$ cat src/rtl/hglu_pkg.sv
// Shared constants and controller/datapath types for the haptic gain upsampler.
package hglu_pkg;

  localparam int SampleW      = 16;
  localparam int GainW        = 10;
  localparam int FactorW      = 9;
  localparam int ScaleProdW   = 37;  // sample x gain x factor, signed
  localparam int DefaultRatio = 16;

  localparam logic [GainW-1:0] GainUnity = 10'd256;  // 1.0 in Q2.8, bypass
  localparam logic [GainW-1:0] GainMax   = 10'd704;  // 2.75 in Q2.8

  localparam logic [FactorW-1:0] FactorA = 9'd346;  // ~1.35
  localparam logic [FactorW-1:0] FactorB = 9'd422;  // ~1.65
  localparam logic [FactorW-1:0] FactorC = 9'd397;  // ~1.55

  typedef struct packed {
    logic accept;      // capture input frame
    logic load;        // latch scaled frame, set up run
    logic interp;      // with load: run interpolates from held frame
    logic issue;       // push one phase into the output pipe
    logic load_copy;   // with issue: reload for the held-copy run
    logic run_end;     // flag the issued result
    logic buffer_end;  // flag the issued result
  } hglu_cmd_t;

  typedef struct packed {
    logic adv;   // output pipe may advance
    logic last;  // captured frame is the last of its buffer
  } hglu_status_t;

endpackage

$ cat src/rtl/hglu_if.sv
// Valid/ready channel interfaces: input frames, output frames, gain writes.
interface hglu_in_if import hglu_pkg::*; ();
  logic                       valid;
  logic                       ready;
  logic signed [SampleW-1:0]  left_sample;
  logic signed [SampleW-1:0]  right_sample;
  logic                       last_frame;

  modport source (output valid, output left_sample, output right_sample,
                  output last_frame, input ready);
  modport sink (input valid, input left_sample, input right_sample,
                input last_frame, output ready);
endinterface

interface hglu_out_if import hglu_pkg::*; ();
  logic                       valid;
  logic                       ready;
  logic signed [SampleW-1:0]  out_a;
  logic signed [SampleW-1:0]  out_b;
  logic signed [SampleW-1:0]  out_c;
  logic                       run_end;
  logic                       buffer_end;

  modport source (output valid, output out_a, output out_b, output out_c,
                  output run_end, output buffer_end, input ready);
  modport sink (input valid, input out_a, input out_b, input out_c,
                input run_end, input buffer_end, output ready);
endinterface

interface hglu_cfg_if import hglu_pkg::*; ();
  logic              valid;
  logic              ready;
  logic [GainW-1:0]  gain;

  modport source (output valid, output gain, input ready);
  modport sink (input valid, input gain, output ready);
endinterface

$ cat src/rtl/hglu_ctrl.sv
// Sequencer: scaling steps, interpolation run and held-copy run.
module hglu_ctrl import hglu_pkg::*; #(
  parameter int RATIO = DefaultRatio
) (
  input  logic         clk_i,
  input  logic         rst_ni,
  input  logic         in_valid_i,
  output logic         in_ready_o,
  input  hglu_status_t status_i,
  output hglu_cmd_t    cmd_o
);

  localparam int PhW = $clog2(RATIO);
  localparam logic [PhW-1:0] PhLast = PhW'(RATIO - 1);

  localparam logic [2:0] StIdle   = 3'd0;
  localparam logic [2:0] StMul1   = 3'd1;
  localparam logic [2:0] StMul2   = 3'd2;
  localparam logic [2:0] StLoad   = 3'd3;
  localparam logic [2:0] StInterp = 3'd4;
  localparam logic [2:0] StCopy   = 3'd5;

  logic [2:0]     state_q, state_d;
  logic [PhW-1:0] phase_q, phase_d;
  logic           held_valid_q, held_valid_d;
  hglu_cmd_t      cmd;

  always_comb begin
    cmd          = '0;
    state_d      = state_q;
    phase_d      = phase_q;
    held_valid_d = held_valid_q;
    case (state_q)
      StIdle: begin
        if (in_valid_i) begin
          cmd.accept = 1'b1;
          state_d    = StMul1;
        end
      end
      StMul1: state_d = StMul2;
      StMul2: state_d = StLoad;
      StLoad: begin
        cmd.load     = 1'b1;
        cmd.interp   = held_valid_q;
        held_valid_d = !status_i.last;
        phase_d      = '0;
        if (held_valid_q) begin
          state_d = StInterp;
        end else if (status_i.last) begin
          state_d = StCopy;
        end else begin
          state_d = StIdle;
        end
      end
      StInterp: begin
        if (status_i.adv) begin
          cmd.issue = 1'b1;
          if (phase_q == PhLast) begin
            phase_d = '0;
            if (status_i.last) begin
              cmd.load_copy = 1'b1;
              state_d       = StCopy;
            end else begin
              cmd.run_end = 1'b1;
              state_d     = StIdle;
            end
          end else begin
            phase_d = phase_q + 1'b1;
          end
        end
      end
      StCopy: begin
        if (status_i.adv) begin
          cmd.issue = 1'b1;
          if (phase_q == PhLast) begin
            cmd.run_end    = 1'b1;
            cmd.buffer_end = 1'b1;
            phase_d        = '0;
            state_d        = StIdle;
          end else begin
            phase_d = phase_q + 1'b1;
          end
        end
      end
      default: state_d = StIdle;
    endcase
  end

  always_ff @(posedge clk_i or negedge rst_ni) begin
    if (!rst_ni) begin
      state_q      <= StIdle;
      phase_q      <= '0;
      held_valid_q <= 1'b0;
    end else begin
      state_q      <= state_d;
      phase_q      <= phase_d;
      held_valid_q <= held_valid_d;
    end
  end

  assign in_ready_o = (state_q == StIdle);
  assign cmd_o      = cmd;

  // A phase is issued only when the output pipe can advance.
  a_issue_needs_adv: assert property (@(posedge clk_i) disable iff (!rst_ni)
    cmd.issue |-> status_i.adv)
    else $error("issue while output pipe stalled");

  a_copy_reload_on_issue: assert property (@(posedge clk_i) disable iff (!rst_ni)
    cmd.load_copy |-> (cmd.issue && status_i.last))
    else $error("copy reload outside final interpolation phase");

  a_accept_starts_scale: assert property (@(posedge clk_i) disable iff (!rst_ni)
    cmd.accept |=> (state_q == StMul1))
    else $error("accepted frame did not enter scaling");

endmodule

$ cat src/rtl/hglu_dp.sv
// Datapath: gain register, channel scaling, phase accumulators, divide-by-ratio pipe.
module hglu_dp import hglu_pkg::*; #(
  parameter int RATIO = DefaultRatio
) (
  input  logic                       clk_i,
  input  logic                       rst_ni,
  input  hglu_cmd_t                  cmd_i,
  output hglu_status_t               status_o,
  input  logic                       cfg_valid_i,
  input  logic [GainW-1:0]           cfg_gain_i,
  input  logic signed [SampleW-1:0]  left_i,
  input  logic signed [SampleW-1:0]  right_i,
  input  logic                       last_i,
  input  logic                       out_ready_i,
  output logic                       out_valid_o,
  output logic signed [SampleW-1:0]  out_a_o,
  output logic signed [SampleW-1:0]  out_b_o,
  output logic signed [SampleW-1:0]  out_c_o,
  output logic                       run_end_o,
  output logic                       buffer_end_o
);

  localparam int L      = $clog2(RATIO);
  localparam int MagW   = SampleW + L;       // |acc| <= RATIO * 32768
  localparam int AccW   = MagW + 1;
  localparam int ShiftW = MagW + L;
  localparam int ProdW  = 2 * MagW + 1;
  localparam int QW     = ProdW - ShiftW;
  localparam int StepW  = SampleW + 1;
  localparam int S1W    = SampleW + GainW + 1;
  localparam longint unsigned RecipVal =
    ((64'd1 << ShiftW) + 64'(RATIO) - 64'd1) / 64'(RATIO);
  localparam logic [MagW:0] Recip = (MagW + 1)'(RecipVal);
  localparam logic signed [AccW-1:0] RatioS = AccW'(RATIO);
  localparam logic [FactorW-1:0] Factor [3] = '{FactorA, FactorB, FactorC};

  function automatic logic signed [SampleW-1:0] sat16(
      input logic signed [ScaleProdW-1:0] v);
    if (v > 37'sd32767) begin
      return 16'sh7fff;
    end else if (v < -37'sd32768) begin
      return 16'sh8000;
    end else begin
      return v[SampleW-1:0];
    end
  endfunction

  // divide by 65536 toward zero, then saturate
  function automatic logic signed [SampleW-1:0] scale_div(
      input logic signed [ScaleProdW-1:0] p);
    logic signed [ScaleProdW-1:0] b;
    b = p + $signed({21'd0, {16{p[ScaleProdW-1]}}});
    return sat16(b >>> 16);
  endfunction

  function automatic logic signed [AccW-1:0] times_ratio(
      input logic signed [SampleW-1:0] h);
    return AccW'(h) * RatioS;
  endfunction

  // gain register and frame capture
  logic [GainW-1:0]           gain_q, g_clamp, g_q;
  logic                       bypass_q, last_q;
  logic signed [SampleW-1:0]  left_q, right_q;

  logic signed [S1W-1:0]        s1_l_q, s1_r_q;
  logic signed [ScaleProdW-1:0] s2_q [3];
  logic signed [SampleW-1:0]    n_new [3];

  logic signed [SampleW-1:0]  held_q [3];
  logic signed [AccW-1:0]     acc_q [3];
  logic signed [StepW-1:0]    step_q [3];

  logic                       adv;
  logic                       p_v_q, p_run_end_q, p_buf_end_q;
  logic [ProdW-1:0]           pr_q [3];
  logic                       pneg_q [3];
  logic                       o_v_q, o_run_end_q, o_buf_end_q;
  logic signed [SampleW-1:0]  o_q [3];

  assign g_clamp = (gain_q > GainMax) ? GainMax : gain_q;
  assign adv     = !o_v_q || out_ready_i;

  always_ff @(posedge clk_i or negedge rst_ni) begin
    if (!rst_ni) begin
      gain_q <= GainUnity;
      p_v_q  <= 1'b0;
      o_v_q  <= 1'b0;
    end else begin
      if (cfg_valid_i) begin
        gain_q <= cfg_gain_i;
      end
      if (adv) begin
        p_v_q <= cmd_i.issue;
        o_v_q <= p_v_q;
      end
    end
  end

  always_comb begin
    for (int k = 0; k < 3; k++) begin
      if (bypass_q) begin
        n_new[k] = (k == 2) ? right_q : left_q;
      end else begin
        n_new[k] = scale_div(s2_q[k]);
      end
    end
  end

  always_ff @(posedge clk_i) begin
    logic [MagW-1:0]          mag;
    logic [QW-1:0]            q;
    logic signed [QW:0]       qs;
    if (cmd_i.accept) begin
      left_q   <= left_i;
      right_q  <= right_i;
      last_q   <= last_i;
      g_q      <= g_clamp;
      bypass_q <= (g_clamp == GainUnity);
    end
    // scaling: gain product, then factor product
    s1_l_q <= left_q * $signed({1'b0, g_q});
    s1_r_q <= right_q * $signed({1'b0, g_q});
    for (int k = 0; k < 3; k++) begin
      s2_q[k] <= ((k == 2) ? s1_r_q : s1_l_q) * $signed({1'b0, Factor[k]});
    end
    // phase accumulators: acc = (RATIO - p) * h + p * n
    for (int k = 0; k < 3; k++) begin
      if (cmd_i.load) begin
        held_q[k] <= n_new[k];
        if (cmd_i.interp) begin
          acc_q[k]  <= times_ratio(held_q[k]);
          step_q[k] <= StepW'(n_new[k]) - StepW'(held_q[k]);
        end else begin
          acc_q[k]  <= times_ratio(n_new[k]);
          step_q[k] <= '0;
        end
      end else if (cmd_i.issue) begin
        if (cmd_i.load_copy) begin
          acc_q[k]  <= times_ratio(held_q[k]);
          step_q[k] <= '0;
        end else begin
          acc_q[k] <= acc_q[k] + AccW'(step_q[k]);
        end
      end
    end
    // divide by RATIO toward zero: reciprocal multiply on the magnitude
    if (adv) begin
      p_run_end_q <= cmd_i.run_end;
      p_buf_end_q <= cmd_i.buffer_end;
      o_run_end_q <= p_run_end_q;
      o_buf_end_q <= p_buf_end_q;
      for (int k = 0; k < 3; k++) begin
        mag       = acc_q[k][AccW-1] ? MagW'(-acc_q[k]) : MagW'(acc_q[k]);
        pr_q[k]   <= ProdW'(mag) * ProdW'(Recip);
        pneg_q[k] <= acc_q[k][AccW-1];
        q         = pr_q[k][ProdW-1:ShiftW];
        qs        = $signed({1'b0, q});
        o_q[k]    <= sat16(ScaleProdW'(pneg_q[k] ? -qs : qs));
      end
    end
  end

  assign status_o.adv  = adv;
  assign status_o.last = last_q;

  assign out_valid_o  = o_v_q;
  assign out_a_o      = o_q[0];
  assign out_b_o      = o_q[1];
  assign out_c_o      = o_q[2];
  assign run_end_o    = o_run_end_q;
  assign buffer_end_o = o_buf_end_q;

endmodule

$ cat src/rtl/haptic_gain_linear_upsampler_core.sv
// Top level: haptic gain scaler with linear-interpolating upsampler.
// A frame that starts a run passes the scaling steps and the load, then the product and
// output registers of the divide pipe. Each frame takes the scaling steps, the load,
// and RATIO issues if a frame is held, RATIO more on a last frame; one transfer per run.
// The issue loop emits one output frame per cycle; output stalls hold the whole pipe.
// Reset: gain returns to 256 (bypass), no frame is held, all pipe stages empty.
module haptic_gain_linear_upsampler_core import hglu_pkg::*; #(
  parameter int RATIO = DefaultRatio
) (
  input  logic       clk_i,
  input  logic       rst_ni,
  hglu_in_if.sink    in_i,
  hglu_out_if.source out_o,
  hglu_cfg_if.sink   cfg_i
);

  hglu_cmd_t    cmd;
  hglu_status_t status;
  logic         in_ready;

  // Controller: scaling steps, then one issue per cycle over RATIO phases unless stalled.
  hglu_ctrl #(
    .RATIO (RATIO)
  ) u_ctrl (
    .clk_i      (clk_i),
    .rst_ni     (rst_ni),
    .in_valid_i (in_i.valid),
    .in_ready_o (in_ready),
    .status_i   (status),
    .cmd_o      (cmd)
  );

  // Datapath: gain register, two multiply stages, accumulators, divide pipe.
  hglu_dp #(
    .RATIO (RATIO)
  ) u_dp (
    .clk_i        (clk_i),
    .rst_ni       (rst_ni),
    .cmd_i        (cmd),
    .status_o     (status),
    .cfg_valid_i  (cfg_i.valid),
    .cfg_gain_i   (cfg_i.gain),
    .left_i       (in_i.left_sample),
    .right_i      (in_i.right_sample),
    .last_i       (in_i.last_frame),
    .out_ready_i  (out_o.ready),
    .out_valid_o  (out_o.valid),
    .out_a_o      (out_o.out_a),
    .out_b_o      (out_o.out_b),
    .out_c_o      (out_o.out_c),
    .run_end_o    (out_o.run_end),
    .buffer_end_o (out_o.buffer_end)
  );

  assign in_i.ready  = in_ready;
  // gain writes are registered; user must keep gain only written while idle; not enforced
  assign cfg_i.ready = 1'b1;

  // buffer end is always the final result of its transfer
  a_buf_end_is_run_end: assert property (@(posedge clk_i) disable iff (!rst_ni)
    (out_o.valid && out_o.buffer_end) |-> out_o.run_end)
    else $error("buffer_end without run_end");

  // no new frame transfer while a frame is being worked on
  a_busy_after_transfer: assert property (@(posedge clk_i) disable iff (!rst_ni)
    (in_i.valid && in_i.ready) |=> !in_i.ready)
    else $error("input ready right after a transfer");

  // the controller never accepts and issues in the same cycle
  a_accept_no_issue: assert property (@(posedge clk_i) disable iff (!rst_ni)
    cmd.accept |-> !cmd.issue)
    else $error("accept during issue run");

endmodule

$ cat src/flat_wrapper.sv
// flat-port wrapper written by rule: the top's interface ports become plain ports
module haptic_gain_linear_upsampler_core_flat import hglu_pkg::*;
#(
  parameter int RATIO = DefaultRatio
)
  (clk_i, rst_ni, in_i_valid, in_i_left_sample, in_i_right_sample, in_i_last_frame, in_i_ready, out_o_valid, out_o_out_a, out_o_out_b, out_o_out_c, out_o_run_end, out_o_buffer_end, out_o_ready, cfg_i_valid, cfg_i_gain, cfg_i_ready);
  hglu_in_if in_i_i ();
  hglu_out_if out_o_i ();
  hglu_cfg_if cfg_i_i ();
  input  logic clk_i;
  input  logic rst_ni;
  input wire logic [$bits(in_i_i.valid)-1:0] in_i_valid;
  input wire logic [$bits(in_i_i.left_sample)-1:0] in_i_left_sample;
  input wire logic [$bits(in_i_i.right_sample)-1:0] in_i_right_sample;
  input wire logic [$bits(in_i_i.last_frame)-1:0] in_i_last_frame;
  output wire logic [$bits(in_i_i.ready)-1:0] in_i_ready;
  output wire logic [$bits(out_o_i.valid)-1:0] out_o_valid;
  output wire logic [$bits(out_o_i.out_a)-1:0] out_o_out_a;
  output wire logic [$bits(out_o_i.out_b)-1:0] out_o_out_b;
  output wire logic [$bits(out_o_i.out_c)-1:0] out_o_out_c;
  output wire logic [$bits(out_o_i.run_end)-1:0] out_o_run_end;
  output wire logic [$bits(out_o_i.buffer_end)-1:0] out_o_buffer_end;
  input wire logic [$bits(out_o_i.ready)-1:0] out_o_ready;
  input wire logic [$bits(cfg_i_i.valid)-1:0] cfg_i_valid;
  input wire logic [$bits(cfg_i_i.gain)-1:0] cfg_i_gain;
  output wire logic [$bits(cfg_i_i.ready)-1:0] cfg_i_ready;
  assign in_i_i.valid = in_i_valid;
  assign in_i_i.left_sample = in_i_left_sample;
  assign in_i_i.right_sample = in_i_right_sample;
  assign in_i_i.last_frame = in_i_last_frame;
  assign in_i_ready = in_i_i.ready;
  assign out_o_valid = out_o_i.valid;
  assign out_o_out_a = out_o_i.out_a;
  assign out_o_out_b = out_o_i.out_b;
  assign out_o_out_c = out_o_i.out_c;
  assign out_o_run_end = out_o_i.run_end;
  assign out_o_buffer_end = out_o_i.buffer_end;
  assign out_o_i.ready = out_o_ready;
  assign cfg_i_i.valid = cfg_i_valid;
  assign cfg_i_i.gain = cfg_i_gain;
  assign cfg_i_ready = cfg_i_i.ready;
  haptic_gain_linear_upsampler_core #(.RATIO(RATIO)) u_core (.clk_i(clk_i), .rst_ni(rst_ni), .in_i(in_i_i), .out_o(out_o_i), .cfg_i(cfg_i_i));
endmodule
$ cat config.mk
export PLATFORM = sky130hd
export DESIGN_NAME = haptic_gain_linear_upsampler_core_flat
export DESIGN_NICKNAME = d
export VERILOG_FILES = /design/src/rtl/hglu_pkg.sv /design/src/rtl/hglu_if.sv /design/src/rtl/hglu_ctrl.sv /design/src/rtl/hglu_dp.sv /design/src/rtl/haptic_gain_linear_upsampler_core.sv /design/src/flat_wrapper.sv
export SDC_FILE = /design/constraint.sdc
export NUM_CORES = 2
export LEC_CHECK = 0
export ABC_AREA = 1
export BUFFER_PORTS_ARGS = -buffer_cell sky130_fd_sc_hd__buf_4
export CAP_MARGIN = 10
export CORE_MARGIN = 2
export CORE_UTILIZATION = 35
export CTS_CLUSTER_SIZE = 10
export DETAILED_ROUTE_END_ITERATION = 10
export GPL_TIMING_DRIVEN = 0
export PLACE_DENSITY = 0.51
export SYNTH_ARGS = -nofsm -noshare
export SYNTH_HDL_FRONTEND = slang
export SYNTH_SLANG_ARGS = --single-unit
$ cat constraint.sdc
create_clock -name clk_i -period 17 [get_ports clk_i]
set_clock_uncertainty 0.2 [all_clocks]
set_input_delay 1.7 -clock clk_i [delete_from_list [all_inputs] [get_ports clk_i]]
set_output_delay 1.7 -clock clk_i [all_outputs]
set_load 0.02 [all_outputs]
==> out/summary.md <==
The highest clock frequency the design can meet is 151.2 MHz, and the hold buffer count at CTS is 0. Counting I/O delays and the setup requirement, the final critical path takes 6612 ps. Of the cells placed in the final design, the portion with a size suffix greater than 1 is 4.944%. In the final routed layout, each cell accounts on average for 15.50 um. On the worst path, the slowest cell contributes a delay of 640 ps. Synthesized netlist net count: 7376.

The critical path is of the reg -> reg type. The pre-antenna-repair detailed-routing pass consisted of 8 iterations. The post-route antenna net violation count was 0. Path class of the lowest-slack min-delay path: reg -> reg. The starting density of the core is 35.18%, and the number of hold violations in the final report is 0. The core footprint is 147300 um^2, and the clock edge transition at the registers on the reported setup and hold paths is 60 ps. The number of global-route vias before repair came out at 39940. The tree is rooted in a sky130_fd_sc_hd__clkbuf_16. TritonCTS built the clock tree.

Measured against its own limit, the worst slew margin works out to 31.27%. The signal on the critical path passes through clkbuf_1 -> nand2_1 -> inv_1 -> fa_1 -> fa_1 -> inv_1 -> fa_1 -> fa_1 -> inv_1 -> fa_1 -> ha_1 -> nand2_1 -> nor4_1 -> nand4_1 -> nand3_1 -> nand3_1 -> nand2_1 -> a21oi_1 -> nor2_1 -> nor2_1 -> xnor2_1. The logs give 61 for the number of buffers created by CTS and 15120 for the number of fill cells. On the critical path the largest part of the delay comes from adder cells. Data arrives at the worst endpoint at 6940 ps. The tools report the reg-to-reg critical path startpoint as u_core.u_dp.g_q[3]. For the last weighted congestion value of the routability-driven placer, the log shows 0.8823.

The terminating pin of the worst hold path was u_core.u_dp.s2_q[0][75]. Counting both buffers and inverters, the worst setup path holds a total of 4. The most prevalent standard cell on the critical path is sky130_fd_sc_hd__fa_1. The tightest hold margin is 168.9 ps. The total die area came out at 151200 um^2. The logs give 0 for the max-slew violation total from the final report and 68 for the number of unique standard cell types used by synthesis.

The worst setup path is launched from a register. In the routed design, unresolved DRC markers number 0. Setup violations remaining at the end of the flow were counted as 0.

The clock net in this run drives a total of 491 sinks. For the initial antenna violation count, the log shows 5. The count of input and output buffers was 98; the vias per cell was 4.675. The share of the Yosys chip area taken by registers is 24.80%. For the wire length reported by the detailed router, the log shows 130000 um.

The level count of the clock H-tree was 2. During synthesis, Yosys emitted a total of 0 warnings. In this run the most critical hold path is launched from u_core.u_dp.s1_r_q[1]. Once layout is done, the placed cells without fillers occupy 57010 um^2. Of the available clock period, the critical path in the final layout requires 38.89%. The worst reg-to-reg path cell count came out at 21.

The sequential cells in the finished layout cover a total of 12850 um^2. The number of gates resized after CTS was 0. For the first-pass GRT wire length, the log shows 211900 um. Counting flops with an async set or reset pin after synthesis yields a share of 4.073%.

The tools report the post-detailed-placement half-perimeter wirelength as 110300 um. For the global-route usage over all layers, the log shows 17.41%. In this run the count of I/O pins placed on the die edge is 101. For this run, the number of standard cells in the final layout without fillers is 8386.

The worst endpoint required time is 17330 ps, and the number of flops mapped to enable cells by yosys is 292. From synthesis to final layout, the design area changed by 10.01%. The multi-input combinational cell area was 33300 um^2; the setup slack on the worst flop-to-flop path was 10390 ps. STA classifies the critical path endpoint as a register. The net count of the finished layout is 7541. Adding up every negative setup slack in the final design gives 0 ps. The tool flagged a number of max-cap violations equal to 0. The flop and latch count out of synthesis was 491; the number of DRC violations after detailed-routing iteration 0 was 2160. The number of placed instances, taps included is 8273. The post-synthesis cell count is 6241. The clock reaches the later pin of the worst-skew pair after 670 ps. Leaving out fill and tap cells, the most frequent cells in the layout are 1356 x sky130_fd_sc_hd__inv_1, 1292 x sky130_fd_sc_hd__nand2_1, 565 x sky130_fd_sc_hd__ha_1, 522 x sky130_fd_sc_hd__fa_1, 465 x sky130_fd_sc_hd__a21oi_1. In this run the number of cells on the critical path is 21.

Commonest register cell after synthesis: sky130_fd_sc_hd__edfxtp_1. The tools report the largest buffer count on any clock path as 3. For this design, the slowest cell found on the critical path is sky130_fd_sc_hd__clkbuf_1.

The vias after detailed routing came out at 39200. The largest net degree at the start of global routing is 81. The number of cells on the worst hold path works out to 0. Dividing the synthesized area by the synthesized cell count gives 8.304 um^2.

Leaving out fill and tap cells, the most frequent cell in the layout is sky130_fd_sc_hd__inv_1. The row count is 141. The total overflow left after global routing is 0. Setup repair after global routing left no endpoint under its margin. The flow ran to the end, and the final reports show no timing, DRC or antenna violations. The tools report the buffer count from post-CTS setup fixing as 0. Once placement finished, the instance area stood at 55090 um^2. At the pin with the least slew margin, the transition time is 1027 ps. Floorplan die height: 388.8 um.

The floorplan step set the die width to 388.8 um. In this run the worst path has a maximum fanout of 10. After synthesis the cells add up to 51820 um^2. Endpoint of the most critical register-to-register path: u_core.u_dp.s1_l_q[25].
## per-layer routing
layer / track usage, % / wire length (um)
met4: 4.047 / 2800
met1: 24.40 / 63900
met3: 2.182 / 4955
met5: 0 / 0
met2: 28.56 / 58330
## per-stage QoR
step           setup WS, ps  util [%]
2_1_floorplan         11660         -
3_3_place_gp           9664     37.32
3_5_place_dp          10420     37.40
4_1_cts               10340     38.69
5_1_grt                9951     38.69
6_report              10390     38.70
## cell type report
cell class	count	area share (%)
diodes	4	0.01756
plain buffers	123	0.9350
flip-flops and latches	491	22.55
clock buffers	95	3.117
repair buffers	102	1.457
multi-input cells	4255	58.41
well taps	1930	4.236
inverters	1372	9.043
clock inverters	14	0.2326
## how the worst max path moves through the flow
| stage | from | to |
|---|---|---|
| floorplan | u_core.u_dp.g_q[3] | u_core.u_dp.s1_l_q[25] |
| global placement | u_core.u_ctrl.state_q[0] | u_core.u_dp.step_q[0][14] |
| detailed placement | u_core.u_dp.g_q[3] | u_core.u_dp.s1_l_q[25] |
| CTS | u_core.u_dp.g_q[3] | u_core.u_dp.s1_l_q[25] |
| global route | u_core.u_dp.g_q[3] | u_core.u_dp.s1_l_q[25] |
| finish | u_core.u_dp.g_q[3] | u_core.u_dp.s1_l_q[25] |
## cells in the mapped netlist, types with 28 or more instances
master	number	area (um^2)
sky130_fd_sc_hd__inv_1	1358	5097
sky130_fd_sc_hd__nand2_1	1292	4850
sky130_fd_sc_hd__ha_1	565	7069
sky130_fd_sc_hd__fa_1	522	10450
sky130_fd_sc_hd__a21oi_1	465	2327
sky130_fd_sc_hd__nor2_1	340	1276
sky130_fd_sc_hd__edfxtp_1	292	8768
sky130_fd_sc_hd__o21ai_0	207	1036
sky130_fd_sc_hd__dfxtp_1	179	3583
sky130_fd_sc_hd__xor2_1	177	1550
sky130_fd_sc_hd__nand3_1	154	770.7
sky130_fd_sc_hd__xnor2_1	125	1095
sky130_fd_sc_hd__clkbuf_1	96	360.4
sky130_fd_sc_hd__nor3_1	51	255.2
sky130_fd_sc_hd__o21ai_1	35	175.2
sky130_fd_sc_hd__nand4_1	34	212.7
sky130_fd_sc_hd__nand2_2	32	200.2
sky130_fd_sc_hd__a31oi_1	28	175.2
## sequential cells by signal, indices dropped and copies added, names as in the netlist, 27 cells and up
signal / count
u_core.u_dp.s2_q: 108
u_core.u_dp.acc_q: 63
u_core.u_dp.step_q: 51
u_core.u_dp.held_q: 48
u_core.u_dp.o_q: 48
u_core.u_dp.pr_q: 48
u_core.u_dp.s1_l_q: 27
u_core.u_dp.s1_r_q: 27
## cells by family after synthesis
logic type	count (synthesis)	share of synthesized area, %
compound gates	867	9.225
xor+xnor	302	5.104
fa+ha+maj	1087	33.81
buf+inv	1495	10.97
flops	491	24.80
other cells	1	0.007236
simple gates	1998	16.09
Power is left out: the tool's default activity adds up to more than one toggle a clock period on the data nets, which glitch-free logic cannot reach.
